==> config.mk <==
export PLATFORM = sky130hd
export DESIGN_NAME = diff_drive_odometry_integrator_core
export DESIGN_NICKNAME = d
export VERILOG_FILES = /design/src/design/ddo_pkg.sv /design/src/design/ddo_mac.sv /design/src/design/diff_drive_odometry_integrator_core.sv
export SDC_FILE = /design/constraint.sdc
export NUM_CORES = 2
export LEC_CHECK = 0
export BUFFER_PORTS_ARGS = -buffer_cell sky130_fd_sc_hd__buf_2
export CORE_UTILIZATION = 38
export CTS_CLUSTER_SIZE = 28
export DETAILED_ROUTE_END_ITERATION = 10
export SYNTH_ARGS = -nofsm -noshare
export SYNTH_HDL_FRONTEND = slang
export SYNTH_SLANG_ARGS = --single-unit
==> constraint.sdc <==
create_clock -name clk -period 15.2 [get_ports clk]
set_input_delay 0.76 -clock clk [delete_from_list [all_inputs] [get_ports clk]]
set_output_delay 0.76 -clock clk [all_outputs]
set_load 0.005 [all_outputs]
==> src/design/ddo_pkg.sv <==
// ----------------------------------------------------------------------------
// ddo_pkg: shared types and constants for the odometry integrator
// Holds the sequencer states, the multiply-accumulate control word, the
// arithmetic constants, the CORDIC angle table and the saturation helpers.
// ----------------------------------------------------------------------------
`default_nettype none

package ddo_pkg;

  localparam int CORDIC_ITERATIONS = 16;
  localparam int ANGLE_BITS        = 32;

  localparam int ACC_W = 72;   // accumulator width
  localparam int MA_W  = 33;   // multiplier operand A width
  localparam int MB_W  = 26;   // multiplier operand B width
  localparam int CW    = 34;   // CORDIC datapath width

  localparam logic signed [MB_W-1:0] HEADING_SCALE = 26'sd11199533;
  localparam logic signed [MB_W-1:0] TIME_SCALE    = 26'sd1099512;
  localparam logic signed [CW-1:0]   CORDIC_GAIN   = 34'sd652032874;

  localparam logic [15:0] RADIUS_RST       = 16'd3932;
  localparam logic [15:0] INV_BASE_RST     = 16'd11070;
  localparam logic [15:0] SLIP_COEF_RST    = 16'd10912;

  localparam logic [1:0] REG_RADIUS       = 2'd0;
  localparam logic [1:0] REG_INV_BASE     = 2'd1;
  localparam logic [1:0] REG_SLIP_COEF    = 2'd2;

  typedef enum logic [4:0] {
    ST_IDLE, ST_YAW1, ST_YAW2, ST_FWD, ST_SLIP, ST_YDT, ST_H1, ST_H2, ST_HUPD,
    ST_CORDIC, ST_VX1, ST_VX2, ST_VXDT, ST_XT1, ST_XT2, ST_XUPD,
    ST_VY1, ST_VY2, ST_VYDT, ST_YT1, ST_YT2, ST_YUPD, ST_OUT
  } state_t;

  typedef struct packed {
    logic       en;       // update the accumulator
    logic       accum;    // add to the accumulator instead of loading
    logic       shift;    // scale the product by 2^20
    logic       rnd;      // preload half an LSB at rnd_pos
    logic [5:0] rnd_pos;
  } mac_ctrl_t;

  function automatic logic [31:0] atan_val(input logic [4:0] i);
    case (i)
      5'd0:    atan_val = 32'h20000000;
      5'd1:    atan_val = 32'h12E4051E;
      5'd2:    atan_val = 32'h09FB385B;
      5'd3:    atan_val = 32'h051111D4;
      5'd4:    atan_val = 32'h028B0D43;
      5'd5:    atan_val = 32'h0145D7E1;
      5'd6:    atan_val = 32'h00A2F61E;
      5'd7:    atan_val = 32'h00517C55;
      5'd8:    atan_val = 32'h0028BE53;
      5'd9:    atan_val = 32'h00145F2F;
      5'd10:   atan_val = 32'h000A2F98;
      5'd11:   atan_val = 32'h000517CC;
      5'd12:   atan_val = 32'h00028BE6;
      5'd13:   atan_val = 32'h000145F3;
      5'd14:   atan_val = 32'h0000A2FA;
      5'd15:   atan_val = 32'h0000517D;
      5'd16:   atan_val = 32'h000028BE;
      5'd17:   atan_val = 32'h0000145F;
      5'd18:   atan_val = 32'h00000A30;
      5'd19:   atan_val = 32'h00000518;
      5'd20:   atan_val = 32'h0000028C;
      5'd21:   atan_val = 32'h00000146;
      5'd22:   atan_val = 32'h000000A3;
      5'd23:   atan_val = 32'h00000051;
      5'd24:   atan_val = 32'h00000029;
      5'd25:   atan_val = 32'h00000014;
      5'd26:   atan_val = 32'h0000000A;
      5'd27:   atan_val = 32'h00000005;
      5'd28:   atan_val = 32'h00000003;
      5'd29:   atan_val = 32'h00000001;
      default: atan_val = 32'h00000000;
    endcase
  endfunction

  function automatic logic signed [23:0] sat24(input logic signed [47:0] v);
    if (v > 48'sd8388607) begin
      sat24 = 24'sh7FFFFF;
    end else if (v < -48'sd8388608) begin
      sat24 = 24'sh800000;
    end else begin
      sat24 = v[23:0];
    end
  endfunction

  function automatic logic signed [31:0] sat32(input logic signed [32:0] v);
    if (v > 33'sd2147483647) begin
      sat32 = 32'sh7FFFFFFF;
    end else if (v < -33'sd2147483648) begin
      sat32 = 32'sh80000000;
    end else begin
      sat32 = v[31:0];
    end
  endfunction

endpackage

`default_nettype wire

==> src/design/ddo_mac.sv <==
// ----------------------------------------------------------------------------
// ddo_mac: shared multiply-accumulate unit
// One signed multiplier feeding a wide accumulator with optional rounding
// preload and a fixed 2^20 product scale for split wide products.
// ----------------------------------------------------------------------------
`default_nettype none

module ddo_mac (
  input  wire logic                                clk,
  input  wire ddo_pkg::mac_ctrl_t                  ctrl,
  input  wire logic signed [ddo_pkg::MA_W-1:0]     a,
  input  wire logic signed [ddo_pkg::MB_W-1:0]     b,
  output logic signed [ddo_pkg::ACC_W-1:0]         acc
);

  localparam int PW = ddo_pkg::MA_W + ddo_pkg::MB_W;

  logic signed [PW-1:0]               prod;
  logic signed [ddo_pkg::ACC_W-1:0]   prod_ext;
  logic signed [ddo_pkg::ACC_W-1:0]   base;
  logic signed [ddo_pkg::ACC_W-1:0]   acc_next;

  assign prod     = a * b;
  assign prod_ext = ddo_pkg::ACC_W'(prod);

  always_comb begin
    if (ctrl.accum) begin
      base = acc;
    end else if (ctrl.rnd) begin
      base = ddo_pkg::ACC_W'(1) << ctrl.rnd_pos;
    end else begin
      base = '0;
    end
    acc_next = base + (ctrl.shift ? (prod_ext <<< 20) : prod_ext);
  end

  always_ff @(posedge clk) begin
    if (ctrl.en) begin
      acc <= acc_next;
    end
  end

endmodule

`default_nettype wire

==> src/design/diff_drive_odometry_integrator_core.sv <==
// ----------------------------------------------------------------------------
// diff_drive_odometry_integrator_core: differential-drive odometry integrator
// Turns wheel speeds and tick time into body speeds, heading and position.
// ----------------------------------------------------------------------------
// Each request carries both wheel speeds and the elapsed time. The block forms
// yaw rate, forward speed and slip speed, advances the heading, runs a CORDIC
// for sine and cosine of the new heading and integrates x and y with
// saturation. A request with zero elapsed time produces no result. All
// products go through one shared multiplier one at a time, and the CORDIC runs
// one rotation per cycle. The input is not ready while a request is in work;
// a finished result waits in the output register without blocking the input.
`default_nettype none

module diff_drive_odometry_integrator_core #(
  parameter int CORDIC_ITERATIONS = ddo_pkg::CORDIC_ITERATIONS,
  parameter int ANGLE_BITS        = ddo_pkg::ANGLE_BITS
) (
  input  wire logic         clk,
  input  wire logic         rst,
  input  wire logic         cfg_we,
  input  wire logic [1:0]   cfg_index,
  input  wire logic [15:0]  cfg_wdata,
  input  wire logic         s_tvalid,
  output logic              s_tready,
  // left_wheel_speed[15:0], right_wheel_speed[31:16], elapsed_time[47:32]
  input  wire logic [47:0]  s_tdata,
  output logic              m_tvalid,
  input  wire logic         m_tready,
  // position_x[31:0], position_y[63:32], heading[95:64], forward_speed[119:96],
  // lateral_speed[143:120], yaw_rate[167:144]
  output logic [167:0]      m_tdata
);

  localparam int NITER  = (CORDIC_ITERATIONS < 30) ? CORDIC_ITERATIONS : 30;
  localparam int ITER_W = $clog2(NITER);
  localparam logic [31:0] KEEP = ~((32'(1) << (32 - ANGLE_BITS)) - 32'(1));
  localparam int AW = ddo_pkg::ACC_W;
  localparam int CW = ddo_pkg::CW;

  ddo_pkg::state_t state, state_next;
  ddo_pkg::mac_ctrl_t mac_ctrl;
  logic signed [ddo_pkg::MA_W-1:0] mac_a;
  logic signed [ddo_pkg::MB_W-1:0] mac_b;
  logic signed [AW-1:0] acc;

  logic [15:0] radius, inverse_wheel_base, slip_coefficient;
  logic signed [15:0] left, right;
  logic [15:0] dt;
  logic signed [23:0] yaw, fwd;
  logic signed [24:0] slip;
  logic signed [42:0] part;
  logic signed [31:0] x_acc, y_acc;
  logic [31:0] heading;
  logic signed [CW-1:0] cx, cy, cz;
  logic flip;
  logic [ITER_W-1:0] iter;

  logic [31:0] heading_new, ang_m;
  logic signed [CW-1:0] dx, dy, atan_s, cos_v, sin_v;
  logic signed [ddo_pkg::MB_W-1:0] r_b, dt_b;

  assign s_tready = (state == ddo_pkg::ST_IDLE);
  assign r_b  = ddo_pkg::MB_W'($signed({1'b0, radius}));
  assign dt_b = ddo_pkg::MB_W'($signed({1'b0, dt}));

  assign heading_new = heading + acc[61:30];
  assign ang_m       = heading_new & KEEP;
  assign dx     = cy >>> iter;
  assign dy     = cx >>> iter;
  assign atan_s = CW'($signed({1'b0, ddo_pkg::atan_val(5'(iter))}));
  assign cos_v  = flip ? -cx : cx;
  assign sin_v  = flip ? -cy : cy;

  ddo_mac u_mac (
    .clk  (clk),
    .ctrl (mac_ctrl),
    .a    (mac_a),
    .b    (mac_b),
    .acc  (acc)
  );

  always_ff @(posedge clk) begin
    if (rst) begin
      state <= ddo_pkg::ST_IDLE;
    end else begin
      state <= state_next;
    end
  end

  // Sequencer: next state and the operands of the shared multiplier.
  always_comb begin
    state_next = state;
    mac_ctrl   = '0;
    mac_a      = '0;
    mac_b      = '0;
    case (state)
      ddo_pkg::ST_IDLE: begin
        if (s_tvalid && (s_tdata[47:32] != 16'd0)) begin
          state_next = ddo_pkg::ST_YAW1;
        end
      end
      ddo_pkg::ST_YAW1: begin
        mac_ctrl.en = 1'b1;
        mac_a = ddo_pkg::MA_W'(left) - ddo_pkg::MA_W'(right);
        mac_b = r_b;
        state_next = ddo_pkg::ST_YAW2;
      end
      ddo_pkg::ST_YAW2: begin
        mac_ctrl = '{en: 1'b1, accum: 1'b0, shift: 1'b0, rnd: 1'b1, rnd_pos: 6'd19};
        mac_a = ddo_pkg::MA_W'($signed(acc[32:0]));
        mac_b = ddo_pkg::MB_W'($signed({1'b0, inverse_wheel_base}));
        state_next = ddo_pkg::ST_FWD;
      end
      ddo_pkg::ST_FWD: begin
        mac_ctrl = '{en: 1'b1, accum: 1'b0, shift: 1'b0, rnd: 1'b1, rnd_pos: 6'd8};
        mac_a = ddo_pkg::MA_W'(left) + ddo_pkg::MA_W'(right);
        mac_b = r_b;
        state_next = ddo_pkg::ST_SLIP;
      end
      ddo_pkg::ST_SLIP: begin
        mac_ctrl = '{en: 1'b1, accum: 1'b0, shift: 1'b0, rnd: 1'b1, rnd_pos: 6'd15};
        mac_a = ddo_pkg::MA_W'(yaw);
        mac_b = ddo_pkg::MB_W'($signed({1'b0, slip_coefficient}));
        state_next = ddo_pkg::ST_YDT;
      end
      ddo_pkg::ST_YDT: begin
        mac_ctrl.en = 1'b1;
        mac_a = ddo_pkg::MA_W'(yaw);
        mac_b = dt_b;
        state_next = ddo_pkg::ST_H1;
      end
      ddo_pkg::ST_H1, ddo_pkg::ST_XT1, ddo_pkg::ST_YT1: begin
        // Low 20 bits of the split product, with the final rounding preloaded.
        mac_ctrl = '{en: 1'b1, accum: 1'b0, shift: 1'b0, rnd: 1'b1,
                     rnd_pos: (state == ddo_pkg::ST_H1) ? 6'd29 : 6'd39};
        mac_a = ddo_pkg::MA_W'($signed({1'b0, acc[19:0]}));
        mac_b = (state == ddo_pkg::ST_H1) ? ddo_pkg::HEADING_SCALE : ddo_pkg::TIME_SCALE;
        case (state)
          ddo_pkg::ST_H1:  state_next = ddo_pkg::ST_H2;
          ddo_pkg::ST_XT1: state_next = ddo_pkg::ST_XT2;
          default:         state_next = ddo_pkg::ST_YT2;
        endcase
      end
      ddo_pkg::ST_H2, ddo_pkg::ST_XT2, ddo_pkg::ST_YT2: begin
        mac_ctrl = '{en: 1'b1, accum: 1'b1, shift: 1'b1, rnd: 1'b0, rnd_pos: 6'd0};
        mac_a = ddo_pkg::MA_W'($signed(part[42:20]));
        mac_b = (state == ddo_pkg::ST_H2) ? ddo_pkg::HEADING_SCALE : ddo_pkg::TIME_SCALE;
        case (state)
          ddo_pkg::ST_H2:  state_next = ddo_pkg::ST_HUPD;
          ddo_pkg::ST_XT2: state_next = ddo_pkg::ST_XUPD;
          default:         state_next = ddo_pkg::ST_YUPD;
        endcase
      end
      ddo_pkg::ST_HUPD: begin
        state_next = ddo_pkg::ST_CORDIC;
      end
      ddo_pkg::ST_CORDIC: begin
        if (iter == ITER_W'(NITER - 1)) begin
          state_next = ddo_pkg::ST_VX1;
        end
      end
      ddo_pkg::ST_VX1: begin
        mac_ctrl = '{en: 1'b1, accum: 1'b0, shift: 1'b0, rnd: 1'b1, rnd_pos: 6'd29};
        mac_a = ddo_pkg::MA_W'(cos_v);
        mac_b = ddo_pkg::MB_W'(fwd);
        state_next = ddo_pkg::ST_VX2;
      end
      ddo_pkg::ST_VX2: begin
        mac_ctrl = '{en: 1'b1, accum: 1'b1, shift: 1'b0, rnd: 1'b0, rnd_pos: 6'd0};
        mac_a = ddo_pkg::MA_W'(sin_v);
        mac_b = ddo_pkg::MB_W'(slip);
        state_next = ddo_pkg::ST_VXDT;
      end
      ddo_pkg::ST_VY1: begin
        mac_ctrl = '{en: 1'b1, accum: 1'b0, shift: 1'b0, rnd: 1'b1, rnd_pos: 6'd29};
        mac_a = ddo_pkg::MA_W'(sin_v);
        mac_b = ddo_pkg::MB_W'(fwd);
        state_next = ddo_pkg::ST_VY2;
      end
      ddo_pkg::ST_VY2: begin
        mac_ctrl = '{en: 1'b1, accum: 1'b1, shift: 1'b0, rnd: 1'b0, rnd_pos: 6'd0};
        mac_a = -ddo_pkg::MA_W'(cos_v);
        mac_b = ddo_pkg::MB_W'(slip);
        state_next = ddo_pkg::ST_VYDT;
      end
      ddo_pkg::ST_VXDT, ddo_pkg::ST_VYDT: begin
        // The rounded velocity sits in the accumulator above bit 30.
        mac_ctrl.en = 1'b1;
        mac_a = ddo_pkg::MA_W'($signed(acc[55:30]));
        mac_b = dt_b;
        state_next = (state == ddo_pkg::ST_VXDT) ? ddo_pkg::ST_XT1 : ddo_pkg::ST_YT1;
      end
      ddo_pkg::ST_XUPD: begin
        state_next = ddo_pkg::ST_VY1;
      end
      ddo_pkg::ST_YUPD: begin
        state_next = ddo_pkg::ST_OUT;
      end
      ddo_pkg::ST_OUT: begin
        if (!m_tvalid || m_tready) begin
          state_next = ddo_pkg::ST_IDLE;
        end
      end
      default: begin
        state_next = ddo_pkg::ST_IDLE;
      end
    endcase
  end

  always_ff @(posedge clk) begin
    if (rst) begin
      radius             <= ddo_pkg::RADIUS_RST;
      inverse_wheel_base <= ddo_pkg::INV_BASE_RST;
      slip_coefficient   <= ddo_pkg::SLIP_COEF_RST;
    end else if (cfg_we) begin
      case (cfg_index)
        ddo_pkg::REG_RADIUS:       radius             <= cfg_wdata;
        ddo_pkg::REG_INV_BASE:     inverse_wheel_base <= cfg_wdata;
        ddo_pkg::REG_SLIP_COEF:    slip_coefficient   <= cfg_wdata;
        default: ;
      endcase
    end
  end

  always_ff @(posedge clk) begin
    if (rst) begin
      x_acc    <= '0;
      y_acc    <= '0;
      heading  <= '0;
      m_tvalid <= 1'b0;
    end else begin
      case (state)
        ddo_pkg::ST_HUPD: heading <= heading_new;
        ddo_pkg::ST_XUPD: x_acc <= ddo_pkg::sat32(33'(x_acc) + 33'($signed(acc[71:40])));
        ddo_pkg::ST_YUPD: y_acc <= ddo_pkg::sat32(33'(y_acc) + 33'($signed(acc[71:40])));
        default: ;
      endcase
      if ((state == ddo_pkg::ST_OUT) && (!m_tvalid || m_tready)) begin
        m_tvalid <= 1'b1;
      end else if (m_tready) begin
        m_tvalid <= 1'b0;
      end
    end
  end

  // Datapath registers: no reset needed.
  always_ff @(posedge clk) begin
    case (state)
      ddo_pkg::ST_IDLE: begin
        if (s_tvalid) begin
          left  <= s_tdata[15:0];
          right <= s_tdata[31:16];
          dt    <= s_tdata[47:32];
        end
      end
      ddo_pkg::ST_FWD:  yaw <= ddo_pkg::sat24(48'($signed(acc[50:20])));
      ddo_pkg::ST_SLIP: fwd <= ddo_pkg::sat24(48'($signed(acc[42:9])));
      ddo_pkg::ST_YDT:  slip <= acc[40:16];
      ddo_pkg::ST_H1, ddo_pkg::ST_XT1, ddo_pkg::ST_YT1: part <= acc[42:0];
      ddo_pkg::ST_HUPD: begin
        // Fold the angle into the right half plane and flip the result back.
        flip <= ang_m[31] ^ ang_m[30];
        cz   <= CW'($signed({ang_m[30], ang_m[30:0]}));
        cx   <= ddo_pkg::CORDIC_GAIN;
        cy   <= '0;
        iter <= '0;
      end
      ddo_pkg::ST_CORDIC: begin
        if (!cz[CW-1]) begin
          cx <= cx - dx;
          cy <= cy + dy;
          cz <= cz - atan_s;
        end else begin
          cx <= cx + dx;
          cy <= cy - dy;
          cz <= cz + atan_s;
        end
        iter <= iter + ITER_W'(1);
      end
      ddo_pkg::ST_OUT: begin
        if (!m_tvalid || m_tready) begin
          m_tdata <= {yaw, ddo_pkg::sat24(-48'(slip)), fwd, heading, y_acc, x_acc};
        end
      end
      default: ;
    endcase
  end

endmodule

`default_nettype wire
After elaboration in Yosys (flattened, before gate mapping) --
Memory sizes are Yosys's and may differ from the RTL's. A register that Yosys moved wholly into a read port is not among the register bits. Index checks and enable logic that the tools add are counted.
Cells by class: order comparisons 10, bitwise gates (word level) 1, muxes and demuxes 36, $mul 1, shifts and indexed selects 3, reductions and logical operators 25, equality and inequality tests 28, add/sub/neg operators 17
Operators with widths (number):
- case mux 33 bit (10 select lines) | 1
- 2-to-1 mux 72 bit | 3
- case mux 26 bit (8 select lines) | 1
- case mux 34 bit (2 select lines) | 3
- 2-to-1 mux 32 bit | 4
- 2-to-1 mux 24 bit | 5
- 2-to-1 mux 34 bit | 3
- negation 33 bit | 3
- case mux 5 bit (18 select lines) | 1
- adder 72 bit | 1
- left shift 1 x 6 -> 72 bit, first input constant | 1
- adder 34 bit | 2
- >>> shifter 34 x 4 -> 34 bit | 2
- subtractor 34 bit | 2
- adder 32 x 32 -> 33 bit | 2
- > comparator 33 x 32 -> 1 bit, second input constant | 2
- less-than comparator 33 x 32 -> 1 bit, second input constant | 2
- 2-to-1 mux 33 bit | 2
- case mux 9 bit (7 select lines) | 1
- multiplier 33 x 26 -> 59 bit | 1
- > comparator 48 x 24 -> 1 bit, second input constant | 1
- less-than comparator 48 x 24 -> 1 bit, second input constant | 1
- negation 25 -> 48 bit | 1
- equality test 5 x 4 -> 1 bit, second input constant | 8
- other kinds (38) | 68
Storage, ports and cells: word-level logic and storage cells 145, register bits 661, memories 1, input port bits 71, bits in read-only memories 480
Memory list:
- (no name shown) | words 16, bits a word 30, rd ports 1, clocked after memory_dff 1, write ports 0, line ddo_pkg.sv:45 | case (i)

Depth between registers and ports, before layout --
word-level depth 7, gate-level depth with buffers 55

Hierarchy --
A second synthesis with hierarchy kept.
Second synthesis, totals: cells, all modules 8756, area total of the unflattened synthesis 80139.4 µm²
By module, submodules not included:
- diff_drive_odometry_integrator_core | instances 1, cells each 4512, area each 42324.3 µm²
- ddo_mac | instances 1, cells each 4244, area each 37815.0 µm²

Worst setup path before layout --
OpenSTA, ideal clock, no wires.
path type register to register, start point register state[3], end point register u_mac.acc[71] (netlist bit), data pin, clock period less this slack 13789 ps, setup time 266 ps, buffers on the path 6, data arrival time 13523 ps, data required time 14934 ps, cell stages (with the launch flop) 49, slack 1411 ps, path through dfxtp_1 -> clkbuf_1 -> nand2b_1 -> clkbuf_1 -> nor4_1 -> or2_2 -> clkbuf_1 -> clkbuf_1 -> nand2_1 -> nand3_1 -> clkbuf_1 -> nand2_1 -> fa_1 -> inv_1 -> fa_1 -> inv_1 -> fa_1 -> fa_1 -> [... 13 more ...] -> a31oi_1 -> o21bai_1 -> a21oi_1 -> xnor2_1 -> mux2_2 -> ha_1 -> clkbuf_1 -> and4_1 -> nand4_1 -> or2_2 -> or4_1 -> o211ai_1 -> a41o_1 -> a21oi_1 -> o311a_1 -> o21ai_0 -> a21oi_1 -> xnor2_1
On the way: word-level cells in the longest chain between the ends 7, elaborated cells on any way between the ends 38, those cells by class add/sub: 1; mul: 1; eq/ne: 17; shift: 1; mux: 9; reduce/logical: 9
Ends and longest elaborated chain:
- start: declaration | line diff_drive_odometry_integrator_core.sv:40 | ddo_pkg::state_t state, state_next;
- start signal: assignment | line diff_drive_odometry_integrator_core.sv:84 | state <= ddo_pkg::ST_IDLE;
- start signal: assignment | line diff_drive_odometry_integrator_core.sv:86 | state <= state_next;
- branches (longest 6 deep; another with multiplier 33 x 26 -> 59 bit)
- adder 72 bit * | line ddo_mac.sv:34 | acc_next = base + (ctrl.shift ? (prod_ext <<< 20) : prod_ext);
- via u_mac.acc_next, one bit | line ddo_mac.sv:21 | logic signed [ddo_pkg::ACC_W-1:0] acc_next;
- end signal: assignment | line ddo_mac.sv:39 | acc <= acc_next;
- end: declaration | line ddo_mac.sv:13 | output logic signed [ddo_pkg::ACC_W-1:0] acc
Mark *: on every way through the listed nets, which the timed path passes. A chain may end at the register's enable or synchronous reset.

Worst setup path after layout --
start point register cx[3], end point register u_mac.acc[71] (netlist bit), data pin
On the way: word-level cells in the longest chain between the ends 7
Ends and longest elaborated chain:
- start: declaration | line diff_drive_odometry_integrator_core.sv:54 | logic signed [CW-1:0] cx, cy, cz;
- start signal: assignment | line diff_drive_odometry_integrator_core.sv:264 | cx <= ddo_pkg::CORDIC_GAIN;
- start signal: assignment | line diff_drive_odometry_integrator_core.sv:270 | cx <= cx - dx;
- start signal: assignment | line diff_drive_odometry_integrator_core.sv:274 | cx <= cx + dx;
- negation 33 bit | line diff_drive_odometry_integrator_core.sv:71 | assign cos_v = flip ? -cx : cx;
- 2-to-1 mux 33 bit * | line diff_drive_odometry_integrator_core.sv:71
- negation 33 bit | line diff_drive_odometry_integrator_core.sv:182 | mac_a = -ddo_pkg::MA_W'(cos_v);
- case mux 33 bit (10 select lines) * | line diff_drive_odometry_integrator_core.sv:96 | case (state)
- multiplier 33 x 26 -> 59 bit * | line ddo_mac.sv:23 | assign prod = a * b;
- 2-to-1 mux 72 bit * | line ddo_mac.sv:34
- adder 72 bit * | line ddo_mac.sv:34
- via u_mac.acc_next, one bit | line ddo_mac.sv:21
The timed path passes the listed nets; every way through them passes the cells marked *.

==> impl_metrics.json <==
{
  "synth_area_sq_mm": 0.07800,
  "hpwl_microns": 229000,
  "drtIter0Drc": 5703,
  "clkPwrFrac_pct": 17.6,
  "ys_seq_elements": 671,
  "yosys_warnings": 0,
  "cts_tree": "yes",
  "ys_seq_area_share_pct": 23.52,
  "p_seq_share_pct": 23.2,
  "die_w_microns": 455.1,
  "fmax_mhz": 68.67,
  "p_per_area_mw_per_mm2": 129.5,
  "synth-compound-area-share_pct": 14.57,
  "comb_power_share_pct": 59.2,
  "clk_latency_ns": 0.71,
  "critPathCaptureType": "flip-flop",
  "start_util_pct": 38.39,
  "coreArea_sq_mm": 0.2031,
  "p_leak_nw": 38.36,
  "layout.nets": 9995,
  "antenna_left": 0,
  "worstPathRequired_ns": 15.64,
  "ys.flop_type": "edfxtp_1",
  "drc": 0,
  "cp_slowest_stage_delay_ns": 0.71,
  "ios": 241,
  "die_area_sq_mm": 0.2071,
  "drive_gt1_share_pct": 9.977,
  "yosys.cell_types.count": 101,
  "grt_pass1_vias": 65250,
  "synth_top_family_by_area": "adder cells",
  "cts_setup_buffers": 0,
  "cts_made_buffers": 76,
  "synthArstFlopShare_pct": 0,
  "synth_edf_count": 491,
  "grt_use_met1_pct": 35.54,
  "skew_ns": 0.06055,
  "cpMaxStageDelayCell": "or4_4",
  "swShare_pct": 49.77,
  "io_buffers": 240,
  "slew_viol_final": 0,
  "rows": 165,
  "grt_max_degree": 76,
  "synth_adder_area_share_pct": 30.58,
  "p_int_mw": 5.574,
  "setup_viol": 0,
  "vias": 64470,
  "path_clk_slew_ns": 0.07,
  "min_period_over_period_pct": 95.80,
  "grt_util_met2_pct": 44.51,
  "hold_class": "in2reg",
  "finalWirelength_microns": 285600,
  "maxCapViolCount": 0,
  "grt_util_met3_pct": 3.578,
  "synth.area.mux_share_pct": 3.531,
  "cts_num_sinks": 671,
  "viasPerCell": 5.692,
  "slew_headroom_pct": 6.035,
  "ctsLongestPathBuffers": 3,
  "synthSimpleGateAreaFrac_pct": 15.02,
  "overflow": 0,
  "fin_crit_ns": 14.56,
  "antenna_found_initial": 28,
  "setup_tns_ns": 0,
  "start_kind": "flip-flop",
  "final_common_cell": "nand2_1",
  "wl_per_cell_microns": 25.22,
  "fin_cells": 11330,
  "yosys.area_share.xor_xnor_pct": 5.669,
  "total_power_mw": 11.10,
  "place_congestion": 0.9892,
  "hold_slack_ns": 0.2228,
  "power_switching_mw": 5.523,
  "fillers": 19990,
  "drtPass1Iterations": 10,
  "fp.dieH_microns": 455.1,
  "synth_cells": 8437,
  "hold_viol": 0,
  "layout_common_cells": "nand2_1 (1071), inv_1 (1005), fa_1 (888)",
  "cts_max_level": 3,
  "cts-root-buf": "clkbuf_16",
  "status": "finished clean",
  "placed_cells": 11160,
  "rsz0062_at_grt": "no",
  "path_max_fanout": 14,
  "critical_path_class": "reg2reg",
  "grt.total_usage_pct": 27.62,
  "areaGrowthSynthToFinish_pct": 9.866,
  "synth_nets": 9866,
  "grt_pass1_wl_microns": 425500,
  "vdd_drop_max_v": 0.0001241,
  "finish.utilization_pct": 42.18,
  "worst_slew_pin_slew_ns": 1.403,
  "synth.avg_cell_area_sq_um": 9.245,
  "crit_top_cell": "fa_1",
  "busiest_layer": "met2",
  "critPathArrivalTime_ns": 15.00
}
path summary, 6_finish.rpt:
check,cells past startpoint,startpoint,slack [ns],to
min,1,s_tdata[14],0.22,left[14]$_DFFE_PP_
max reg2reg,47,cx[3]$_SDFFCE_PP1N_,0.64,u_mac.acc[71]$_DFFE_PP_
max,47,cx[3]$_SDFFCE_PP1N_,0.64,u_mac.acc[71]$_DFFE_PP_
min reg2reg,2,radius[13]$_SDFFE_PP0P_,0.46,radius[13]$_SDFFE_PP0P_
synthesized netlist by cell type (19+ instances only):
| master | count | share of area [%] |
|---|---|---|
| o22ai_1 | 23 | 0.18 |
| a211oi_1 | 69 | 0.66 |
| edfxtp_1 | 491 | 19 |
| o21a_1 | 65 | 0.63 |
| a221o_1 | 41 | 0.53 |
| mux2i_1 | 49 | 0.63 |
| fa_1 | 888 | 23 |
| a222oi_1 | 37 | 0.47 |
| buf_2 | 34 | 0.22 |
| clkbuf_1 | 350 | 1.7 |
| a21o_1 | 215 | 2.1 |
| and3_1 | 52 | 0.42 |
| nor3_1 | 108 | 0.69 |
| nand3b_1 | 32 | 0.31 |
| xnor2_1 | 261 | 2.9 |
| or3_1 | 25 | 0.20 |
| maj3_1 | 19 | 0.24 |
| a221oi_1 | 28 | 0.31 |
| nor2b_1 | 63 | 0.51 |
| o31ai_1 | 43 | 0.41 |
| a211o_1 | 24 | 0.27 |
| nand2_1 | 1073 | 5.2 |
| nand4_1 | 53 | 0.43 |
| dfxtp_1 | 180 | 4.6 |
| a31oi_1 | 91 | 0.73 |
| nand3_1 | 118 | 0.76 |
| a21oi_1 | 458 | 2.9 |
| o21ai_0 | 326 | 2.1 |
| ha_1 | 470 | 7.5 |
| nor4_1 | 32 | 0.26 |
| or2_2 | 20 | 0.16 |
| and2_1 | 212 | 1.7 |
| mux2_2 | 33 | 0.48 |
| nor2_1 | 619 | 3.0 |
| inv_1 | 1006 | 4.8 |
| nand2b_1 | 71 | 0.57 |
| a22oi_1 | 22 | 0.21 |
| xor2_1 | 242 | 2.7 |
| o211ai_1 | 39 | 0.38 |
| buf_1 | 36 | 0.17 |
| o21bai_1 | 53 | 0.51 |
| mux4_2 | 84 | 2.4 |
through the flow:
step                worst slack (ns)  instance area (sq um)
floorplan                      1.411                  78000
global placement             -0.2385                  82930
detailed placement            0.3328                  82940
CTS                           0.2398                  85530
global route                0.003801                  85670
finish                        0.6385                  85690
state kept, by name, summed over array words and instances (netlist names), 23 cells and up:
signal and cells:
y_acc 32, cz 34, m_tdata 168, x_acc 32, slip 25, cy 34
u_mac.acc 72, part 23, atan_s 30, cx 34, yaw 24, heading 32
fwd 24
repair_timing:
action	4_1_cts	5_1_grt
hold buffers	0	0
setup endpoints to repair	0	15
gates resized for setup	0	26
critical path, delay by kind of cell, from the launching register on:
| family | cells | cell delay [ns] |
|---|---|---|
| AO/OA/AOI/OAI | 12 | 3.05 |
| buffers and inverters | 5 | 0.25 |
| AND/OR/NAND/NOR | 16 | 4.81 |
| XOR/XNOR | 3 | 0.63 |
| flip-flops | 1 | 0.60 |
| multiplexers | 2 | 0.50 |
| adder cells (fa/ha/maj) | 9 | 4.48 |
power by group through the flow:
stage,logic (mW),clock network (mW),registers [mW]
after floorplan,4.16,0,2.40
after CTS,6.48,1.99,2.56
final,6.57,1.95,2.57
after global routing,7.14,2.05,2.57
after detailed placement,6.40,0,2.59
after global placement,6.40,0,2.59
metal layers:
| layer | share of wire (%) | up-vias |
|---|---|---|
| li1 | - | 28910 |
| met3 | 7.0 | 594 |
| met5 | 0 | - |
| met2 | 47 | 2730 |
| met4 | 6.4 | 0 |
| met1 | 40 | 32240 |
cell families (layout without fill, tap and decap cells):
family                     Yosys count  in the layout
muxes                              166            166
DFF                                671            671
and+or+nand+nor                   2554           2554
other                                0             23
xor gates and xnor gates           504            504
AOI/OAI and AO/OA                 1720           1720
buffers and inverters             1445           1638
adders and majority gates         1377           1377
cell type report:
type | instances | area (sq um) | share of cell area, %
inverters | 1011 | 3797 | 4.431
multi-input cells | 6321 | 54480 | 63.58
well taps | 2672 | 3343 | 3.901
clock buffers | 100 | 2082 | 2.430
clock inverters | 42 | 514.2 | 0.6001
diodes | 23 | 57.56 | 0.06717
repair buffers | 485 | 3068 | 3.580
flip-flops and latches | 671 | 18350 | 21.41
No activity file was read; power rests on OpenSTA's default activity.
